File: config.mk
export PLATFORM = sky130hd
export DESIGN_NAME = s512c_ctrl
export DESIGN_NICKNAME = d
export VERILOG_FILES = /design/src/hdl/sha512_block_compression_defines.svh /design/src/hdl/s512c_pkg.sv /design/src/hdl/s512c_ctrl.sv
export SDC_FILE = /design/constraint.sdc
export NUM_CORES = 1
export LEC_CHECK = 0
export ABC_AREA = 1
export ABC_CLOCK_PERIOD_IN_PS = 1500
export BUFFER_PORTS_ARGS = -buffer_cell sky130_fd_sc_hd__buf_4
export CORE_UTILIZATION = 52
export CTS_CLUSTER_SIZE = 8
export DETAILED_ROUTE_END_ITERATION = 6
export HOLD_SLACK_MARGIN = 0.06
export PLACE_DENSITY = 0.86
export SETUP_SLACK_MARGIN = 0.15
export SYNTH_ARGS = -nofsm -noshare
export SYNTH_HDL_FRONTEND = slang
export SYNTH_SLANG_ARGS = --single-unit
File: constraint.sdc
create_clock -name clk -period 1.5 [get_ports clk]
set_input_delay 0.075 -clock clk [delete_from_list [all_inputs] [get_ports clk]]
set_output_delay 0.075 -clock clk [all_outputs]
set_load 0.1 [all_outputs]
File: src/hdl/sha512_block_compression_defines.svh
// assertion macros for the sha-512 compression block
`ifndef SHA512_BLOCK_COMPRESSION_DEFINES_SVH
`define SHA512_BLOCK_COMPRESSION_DEFINES_SVH

`ifndef SYNTHESIS
`define S512C_ASSERT(lbl, prop, msg) \
  lbl: assert property (@(posedge clk) disable iff (!rst_n) prop) else $error(msg);
`define S512C_ASSERT_RST(lbl, prop, msg) \
  lbl: assert property (@(posedge clk) prop) else $error(msg);
`else
`define S512C_ASSERT(lbl, prop, msg)
`define S512C_ASSERT_RST(lbl, prop, msg)
`endif

`endif

File: src/hdl/s512c_pkg.sv
// shared constants, types and functions of the sha-512 compression block
`default_nettype none

package s512c_pkg;

  localparam int ROUND_COUNT = 80;
  localparam int BLOCK_WORDS = 16;
  localparam int CHAIN_WORDS = 8;
  localparam int WORD_W      = 64;
  localparam int CIDX_W      = 3;
  localparam int CFG_IDX_W   = 4;
  localparam int WCNT_W      = 4;

  localparam logic [WORD_W-1:0] K_TABLE [ROUND_COUNT] = '{
    64'h428a2f98d728ae22, 64'h7137449123ef65cd, 64'hb5c0fbcfec4d3b2f, 64'he9b5dba58189dbbc,
    64'h3956c25bf348b538, 64'h59f111f1b605d019, 64'h923f82a4af194f9b, 64'hab1c5ed5da6d8118,
    64'hd807aa98a3030242, 64'h12835b0145706fbe, 64'h243185be4ee4b28c, 64'h550c7dc3d5ffb4e2,
    64'h72be5d74f27b896f, 64'h80deb1fe3b1696b1, 64'h9bdc06a725c71235, 64'hc19bf174cf692694,
    64'he49b69c19ef14ad2, 64'hefbe4786384f25e3, 64'h0fc19dc68b8cd5b5, 64'h240ca1cc77ac9c65,
    64'h2de92c6f592b0275, 64'h4a7484aa6ea6e483, 64'h5cb0a9dcbd41fbd4, 64'h76f988da831153b5,
    64'h983e5152ee66dfab, 64'ha831c66d2db43210, 64'hb00327c898fb213f, 64'hbf597fc7beef0ee4,
    64'hc6e00bf33da88fc2, 64'hd5a79147930aa725, 64'h06ca6351e003826f, 64'h142929670a0e6e70,
    64'h27b70a8546d22ffc, 64'h2e1b21385c26c926, 64'h4d2c6dfc5ac42aed, 64'h53380d139d95b3df,
    64'h650a73548baf63de, 64'h766a0abb3c77b2a8, 64'h81c2c92e47edaee6, 64'h92722c851482353b,
    64'ha2bfe8a14cf10364, 64'ha81a664bbc423001, 64'hc24b8b70d0f89791, 64'hc76c51a30654be30,
    64'hd192e819d6ef5218, 64'hd69906245565a910, 64'hf40e35855771202a, 64'h106aa07032bbd1b8,
    64'h19a4c116b8d2d0c8, 64'h1e376c085141ab53, 64'h2748774cdf8eeb99, 64'h34b0bcb5e19b48a8,
    64'h391c0cb3c5c95a63, 64'h4ed8aa4ae3418acb, 64'h5b9cca4f7763e373, 64'h682e6ff3d6b2b8a3,
    64'h748f82ee5defb2fc, 64'h78a5636f43172f60, 64'h84c87814a1f0ab72, 64'h8cc702081a6439ec,
    64'h90befffa23631e28, 64'ha4506cebde82bde9, 64'hbef9a3f7b2c67915, 64'hc67178f2e372532b,
    64'hca273eceea26619c, 64'hd186b8c721c0c207, 64'heada7dd6cde0eb1e, 64'hf57d4f7fee6ed178,
    64'h06f067aa72176fba, 64'h0a637dc5a2c898a6, 64'h113f9804bef90dae, 64'h1b710b35131c471b,
    64'h28db77f523047d84, 64'h32caab7b40c72493, 64'h3c9ebe0a15c9bebc, 64'h431d67c49c100d4c,
    64'h4cc5d4becb3e42b6, 64'h597f299cfc657e2a, 64'h5fcb6fab3ad6faec, 64'h6c44198c4a475817
  };

  typedef struct packed {
    logic load;
    logic start;
    logic prep;
    logic round;
    logic fold;
  } cmd_t;

  function automatic logic [WORD_W-1:0] rotr(input logic [WORD_W-1:0] x, input int n);
    rotr = (x >> n) | (x << (WORD_W - n));
  endfunction

  function automatic logic [WORD_W-1:0] big_sigma0(input logic [WORD_W-1:0] x);
    big_sigma0 = rotr(x, 28) ^ rotr(x, 34) ^ rotr(x, 39);
  endfunction

  function automatic logic [WORD_W-1:0] big_sigma1(input logic [WORD_W-1:0] x);
    big_sigma1 = rotr(x, 14) ^ rotr(x, 18) ^ rotr(x, 41);
  endfunction

  function automatic logic [WORD_W-1:0] small_sigma0(input logic [WORD_W-1:0] x);
    small_sigma0 = rotr(x, 1) ^ rotr(x, 8) ^ (x >> 7);
  endfunction

  function automatic logic [WORD_W-1:0] small_sigma1(input logic [WORD_W-1:0] x);
    small_sigma1 = rotr(x, 19) ^ rotr(x, 61) ^ (x >> 6);
  endfunction

endpackage

`default_nettype wire

File: src/hdl/s512c_ctrl.sv
// controller: word counting, round sequencing and result handshake
`default_nettype none

module s512c_ctrl #(
  parameter int ROUND_COUNT = s512c_pkg::ROUND_COUNT,
  localparam int RND_W = $clog2(ROUND_COUNT)
) (
  input  wire logic                          clk,
  input  wire logic                          rst_n,
  input  wire logic                          in_valid,
  input  wire logic                          in_start_message,
  output logic                               in_stall,
  output logic                               out_valid,
  input  wire logic                          out_stall,
  output logic [s512c_pkg::CIDX_W-1:0]       out_idx,
  output s512c_pkg::cmd_t                    cmd,
  output logic [RND_W-1:0]                   rnd
);

  typedef enum logic [2:0] {
    S_IDLE,
    S_PREP,
    S_ROUND,
    S_FOLD,
    S_OUT
  } state_t;

  localparam logic [s512c_pkg::WCNT_W-1:0] WC_LAST =
    s512c_pkg::WCNT_W'(s512c_pkg::BLOCK_WORDS - 1);
  localparam logic [RND_W-1:0] RND_LAST = RND_W'(ROUND_COUNT - 1);
  localparam logic [s512c_pkg::CIDX_W-1:0] IDX_LAST =
    s512c_pkg::CIDX_W'(s512c_pkg::CHAIN_WORDS - 1);

  state_t                          state_r;
  logic [s512c_pkg::WCNT_W-1:0]    wcnt_r;
  logic [RND_W-1:0]                rnd_r;
  logic [s512c_pkg::CIDX_W-1:0]    idx_r;
  logic                            out_valid_r;
  logic                            in_acc;
  logic                            out_acc;

  assign in_stall  = (state_r != S_IDLE);
  assign in_acc    = in_valid && !in_stall;
  assign out_acc   = out_valid_r && !out_stall;
  assign out_valid = out_valid_r;
  assign out_idx   = idx_r;
  assign rnd       = rnd_r;

  assign cmd.load  = in_acc;
  assign cmd.start = in_acc && in_start_message;
  assign cmd.prep  = (state_r == S_PREP);
  assign cmd.round = (state_r == S_ROUND);
  assign cmd.fold  = (state_r == S_FOLD);

  always_ff @(posedge clk) begin
    if (!rst_n) begin
      state_r     <= S_IDLE;
      wcnt_r      <= '0;
      rnd_r       <= '0;
      idx_r       <= '0;
      out_valid_r <= 1'b0;
    end else begin
      case (state_r)
        S_IDLE: begin
          if (in_acc) begin
            if (in_start_message) begin
              wcnt_r <= s512c_pkg::WCNT_W'(1);
            end else if (wcnt_r == WC_LAST) begin
              wcnt_r  <= '0;
              state_r <= S_PREP;
            end else begin
              wcnt_r <= wcnt_r + 1'b1;
            end
          end
        end
        S_PREP: begin
          rnd_r   <= '0;
          state_r <= S_ROUND;
        end
        S_ROUND: begin
          if (rnd_r == RND_LAST) begin
            rnd_r   <= '0;
            state_r <= S_FOLD;
          end else begin
            rnd_r <= rnd_r + 1'b1;
          end
        end
        S_FOLD: begin
          idx_r       <= '0;
          out_valid_r <= 1'b1;
          state_r     <= S_OUT;
        end
        S_OUT: begin
          if (out_acc) begin
            if (idx_r == IDX_LAST) begin
              out_valid_r <= 1'b0;
              state_r     <= S_IDLE;
            end else begin
              idx_r <= idx_r + 1'b1;
            end
          end
        end
        default: begin
          state_r     <= S_IDLE;
          out_valid_r <= 1'b0;
        end
      endcase
    end
  end

endmodule

`default_nettype wire

==> flow_results.xml <==
<?xml version="1.0" encoding="UTF-8"?>
<metrics>
  <group name="timing">
    <metric name="worst-slew-pin-transition" unit="ns">0.283</metric>
    <metric name="clock_skew" unit="ns">0.00505</metric>
    <metric name="final.hold.worst_slack" unit="ns">0.0826</metric>
    <metric name="report.final.slew_viol_count" unit="">0</metric>
    <metric name="grt_setup_unrepaired" unit="">true</metric>
    <metric name="setup_violations" unit="">0</metric>
    <metric name="fin_crit_sh" unit="">0.988</metric>
    <metric name="clock.fmax" unit="MHz">675</metric>
    <metric name="final-hold-violation-count" unit="">0</metric>
    <metric name="slew_hr" unit="">0.813</metric>
    <metric name="fin_ws" unit="ns">0.0185</metric>
    <metric name="timing.final.crit_period" unit="ns">1.48</metric>
  </group>
  <group name="pwr">
    <metric name="cellPowerDensity" unit="nW/um^2">1970</metric>
    <metric name="vdd_drop_max" unit="mV">1.59</metric>
    <metric name="power.share.clock" unit="">0.086</metric>
    <metric name="p_int" unit="uW">1300</metric>
    <metric name="share_comb_of_total_power" unit="">0.679</metric>
    <metric name="netSwitchingFraction" unit="">0.554</metric>
    <metric name="psw" unit="uW">1620</metric>
    <metric name="sequentialPowerShare" unit="">0.235</metric>
    <metric name="power_total" unit="uW">2920</metric>
    <metric name="power_leakage" unit="uW">0.000615</metric>
  </group>
  <group name="synth">
    <metric name="synthTopCellsByCount" unit="">35 x sky130_fd_sc_hd__nand2_1, 19 x sky130_fd_sc_hd__inv_1, 18 x sky130_fd_sc_hd__dfxtp_1, 18 x sky130_fd_sc_hd__nor2_1, 17 x sky130_fd_sc_hd__nand3_1</metric>
    <metric name="synth_ff_type" unit="">sky130_fd_sc_hd__dfxtp_1</metric>
    <metric name="synth_cell_type_count" unit="">23</metric>
    <metric name="net_count_of_the_mapped_netlist" unit="">163</metric>
    <metric name="post_synth_edffs" unit="">0</metric>
    <metric name="yosysWarningCount" unit="">0</metric>
    <metric name="async_flop_share" unit="">0</metric>
    <metric name="synth.top_cells.by_area" unit="">sky130_fd_sc_hd__dfxtp_1 35%, sky130_fd_sc_hd__nand2_1 13%, sky130_fd_sc_hd__nand3_1 8.3%</metric>
    <metric name="postSynthAreaPerCell" unit="sq um">6.65</metric>
    <metric name="synth-seq-area-share" unit="">0.352</metric>
    <metric name="synthDominantAreaCellType" unit="">sky130_fd_sc_hd__dfxtp_1</metric>
    <metric name="yosys.area.top_type_share" unit="">0.352</metric>
    <metric name="postSynthCellCount" unit="">154</metric>
    <metric name="yosysMostFrequentCell" unit="">sky130_fd_sc_hd__nand2_1</metric>
    <metric name="post_synth_instance_area" unit="sq um">1020</metric>
    <metric name="ffs_latches_synth" unit="">18</metric>
  </group>
  <group name="setup_path">
    <metric name="worst_setup_path_start_kind" unit="">flop</metric>
    <metric name="regToRegStartpoint" unit="">out_idx[0]</metric>
    <metric name="timing.critical_path.arrival" unit="ns">1.41</metric>
    <metric name="path_max_fanout" unit="">4</metric>
    <metric name="critical_path.endpoint_type" unit="">output pin</metric>
    <metric name="crit_type" unit="">reg -&gt; out</metric>
    <metric name="critical_path.startpoint" unit="">state_r[2]</metric>
    <metric name="cp_data_required_time" unit="ns">1.42</metric>
  </group>
  <group name="routing">
    <metric name="drcViolationCount" unit="">0</metric>
    <metric name="final_antenna_violating_net_count" unit="">0</metric>
    <metric name="postRouteWirelength" unit="microns">2870</metric>
    <metric name="detailedRoute.firstPassIterationCount" unit="">6</metric>
    <metric name="wl_per_cell" unit="microns">13.6</metric>
    <metric name="vias" unit="">1113</metric>
    <metric name="drt_iter0_markers" unit="">27</metric>
    <metric name="vias_per_cell" unit="">5.27</metric>
  </group>
  <group name="cells_and_area">
    <metric name="antennaDiodeCount" unit="">0</metric>
    <metric name="drive_above_1_share" unit="">0.371</metric>
    <metric name="design.final.nets" unit="">196</metric>
    <metric name="finalCoreUtilization" unit="">0.829</metric>
    <metric name="final_cell_area" unit="sq um">1480</metric>
    <metric name="area.growth.synth_to_final" unit="%">44.3</metric>
  </group>
  <group name="place">
    <metric name="hpwlAfterDp" unit="microns">1880</metric>
    <metric name="detailedPlace.worstSlack" unit="ns">0.180</metric>
    <metric name="gpl.final_weighted_congestion" unit="">0.815</metric>
    <metric name="placement.cell_area" unit="sq um">1300</metric>
    <metric name="place.port_buffers" unit="">21</metric>
  </group>
  <group name="cts">
    <metric name="clkSlewWorstSetupHoldPaths" unit="ns">0.10</metric>
    <metric name="clk_latency" unit="ns">0.29</metric>
    <metric name="cts_tree" unit="">yes</metric>
    <metric name="clockRootBuffer" unit="">sky130_fd_sc_hd__clkbuf_4</metric>
    <metric name="clockBufferDepth" unit="">2</metric>
    <metric name="cts_htree_levels" unit="">1</metric>
    <metric name="cts-buffers-inserted" unit="">3</metric>
    <metric name="cts.sinks" unit="">18</metric>
  </group>
  <group name="grt">
    <metric name="first_global_vias" unit="">1013</metric>
    <metric name="grt_start_max_net_pins" unit="">13</metric>
    <metric name="first_pass_grt_wire_length" unit="microns">4080</metric>
    <metric name="global_route.usage.total" unit="">0.266</metric>
    <metric name="antenna_found_initial" unit="">0</metric>
    <metric name="grt.overflow.total" unit="">0</metric>
  </group>
  <group name="min_path">
    <metric name="hp-start" unit="">rst_n</metric>
    <metric name="worst_hold_path_type" unit="">in -&gt; reg</metric>
  </group>
  <group name="run">
    <metric name="max_cap_viol_count" unit="">0</metric>
  </group>
  <group name="die">
    <metric name="initial_core_util" unit="">0.575</metric>
    <metric name="vertical_extent_of_the_die" unit="microns">46.4</metric>
    <metric name="floorplan.rows" unit="">15</metric>
    <metric name="die_area" unit="sq um">2150</metric>
    <metric name="io_pins" unit="">22</metric>
    <metric name="core_area" unit="sq um">1780</metric>
    <metric name="fp.dieW" unit="microns">46.4</metric>
  </group>
  <group name="run_status">
    <metric name="run_status" unit="">finished clean</metric>
  </group>
</metrics>
## layout by cell type (no fill, tap or decap), types with 3 or more instances in the layout
master                      n
sky130_fd_sc_hd__clkbuf_4   3
sky130_fd_sc_hd__dfxtp_2    6
sky130_fd_sc_hd__nand3_1   15
sky130_fd_sc_hd__inv_1     17
sky130_fd_sc_hd__nor2_4     3
sky130_fd_sc_hd__a21oi_1   14
sky130_fd_sc_hd__nand3_2    3
sky130_fd_sc_hd__o21ai_0    5
sky130_fd_sc_hd__nand2_1   35
sky130_fd_sc_hd__dfxtp_1    4
sky130_fd_sc_hd__nand2_2    3
sky130_fd_sc_hd__dfxtp_4    8
sky130_fd_sc_hd__buf_12     5
sky130_fd_sc_hd__buf_4     24
sky130_fd_sc_hd__nor2_1    16
## area by class of cell
type,count,area [sq um]
multi-input combinational,112,641
sequential,18,398
fill,114,304
timing repair buffer,30,290
inverter,22,92.6
tap,25,31.3
clock buffer,4,26.3
## metrics by stage
stage          TNS [ns]  cells
2_1_floorplan         0    154
3_3_place_gp          0    198
3_5_place_dp          0    198
4_1_cts               0    208
5_1_grt         -0.0677    211
6_report              0    211
## repair_timing
action | 4_1_cts | 5_1_grt
hold endpoints to repair | 1 | 0
endpoints found under the setup margin | 6 | 13
resized for setup | 15 | 8
hold buffers | 1 | 0
setup buffers | 5 | 3
gates cloned | 0 | 0
pin swaps | 4 | 3
## routing by layer
layer	track usage	part of all wire
met5	0	0
met4	0.124	0.017
met3	0.0392	0.039
met2	0.472	0.51
met1	0.307	0.43
## cell families (layout without fill, tap and decap cells)
group / count (synthesis) / after routing / share of synthesized area
XOR/XNOR: 1 / 1 / 0.00855
flip-flops: 18 / 18 / 0.352
adder cells (fa/ha/maj): 4 / 4 / 0.0488
AND/OR/NAND/NOR: 85 / 85 / 0.387
buffers and inverters: 24 / 56 / 0.0928
AO/OA/AOI/OAI: 22 / 22 / 0.111
## worst max-delay path: stages, from the launching register on
cell and delay [ns]:
sky130_fd_sc_hd__dfxtp_4 0.38, sky130_fd_sc_hd__nor2_4 0.19, sky130_fd_sc_hd__nand2_8 0.08, sky130_fd_sc_hd__nor2_4 0.15, sky130_fd_sc_hd__inv_4 0.05, sky130_fd_sc_hd__nor2_4 0.10
sky130_fd_sc_hd__buf_12 0.18
## worst paths after layout
check                to  slack [ns]  depth (start not counted)
min          out_idx[2]        0.08                          3
max reg2reg  out_idx[1]        0.15                          8
min reg2reg   out_valid        0.49                          2
max              cmd[3]        0.02                          6
## registers in the layout (all words and copies together), names as in the netlist
register / count
out_valid: 1
state_r: 3
out_idx: 3
wcnt_r: 4
rnd: 7
## power by group through the flow
stage               clock [uW]  sequential (uW)  combinational, uW
floorplan                    0              906               1100
global placement             0              689               1560
detailed placement           0              698               1590
CTS                        254              680               1830
global route               279              697               2080
finish                     250              687               1980
No activity file was read; power rests on OpenSTA's default activity.
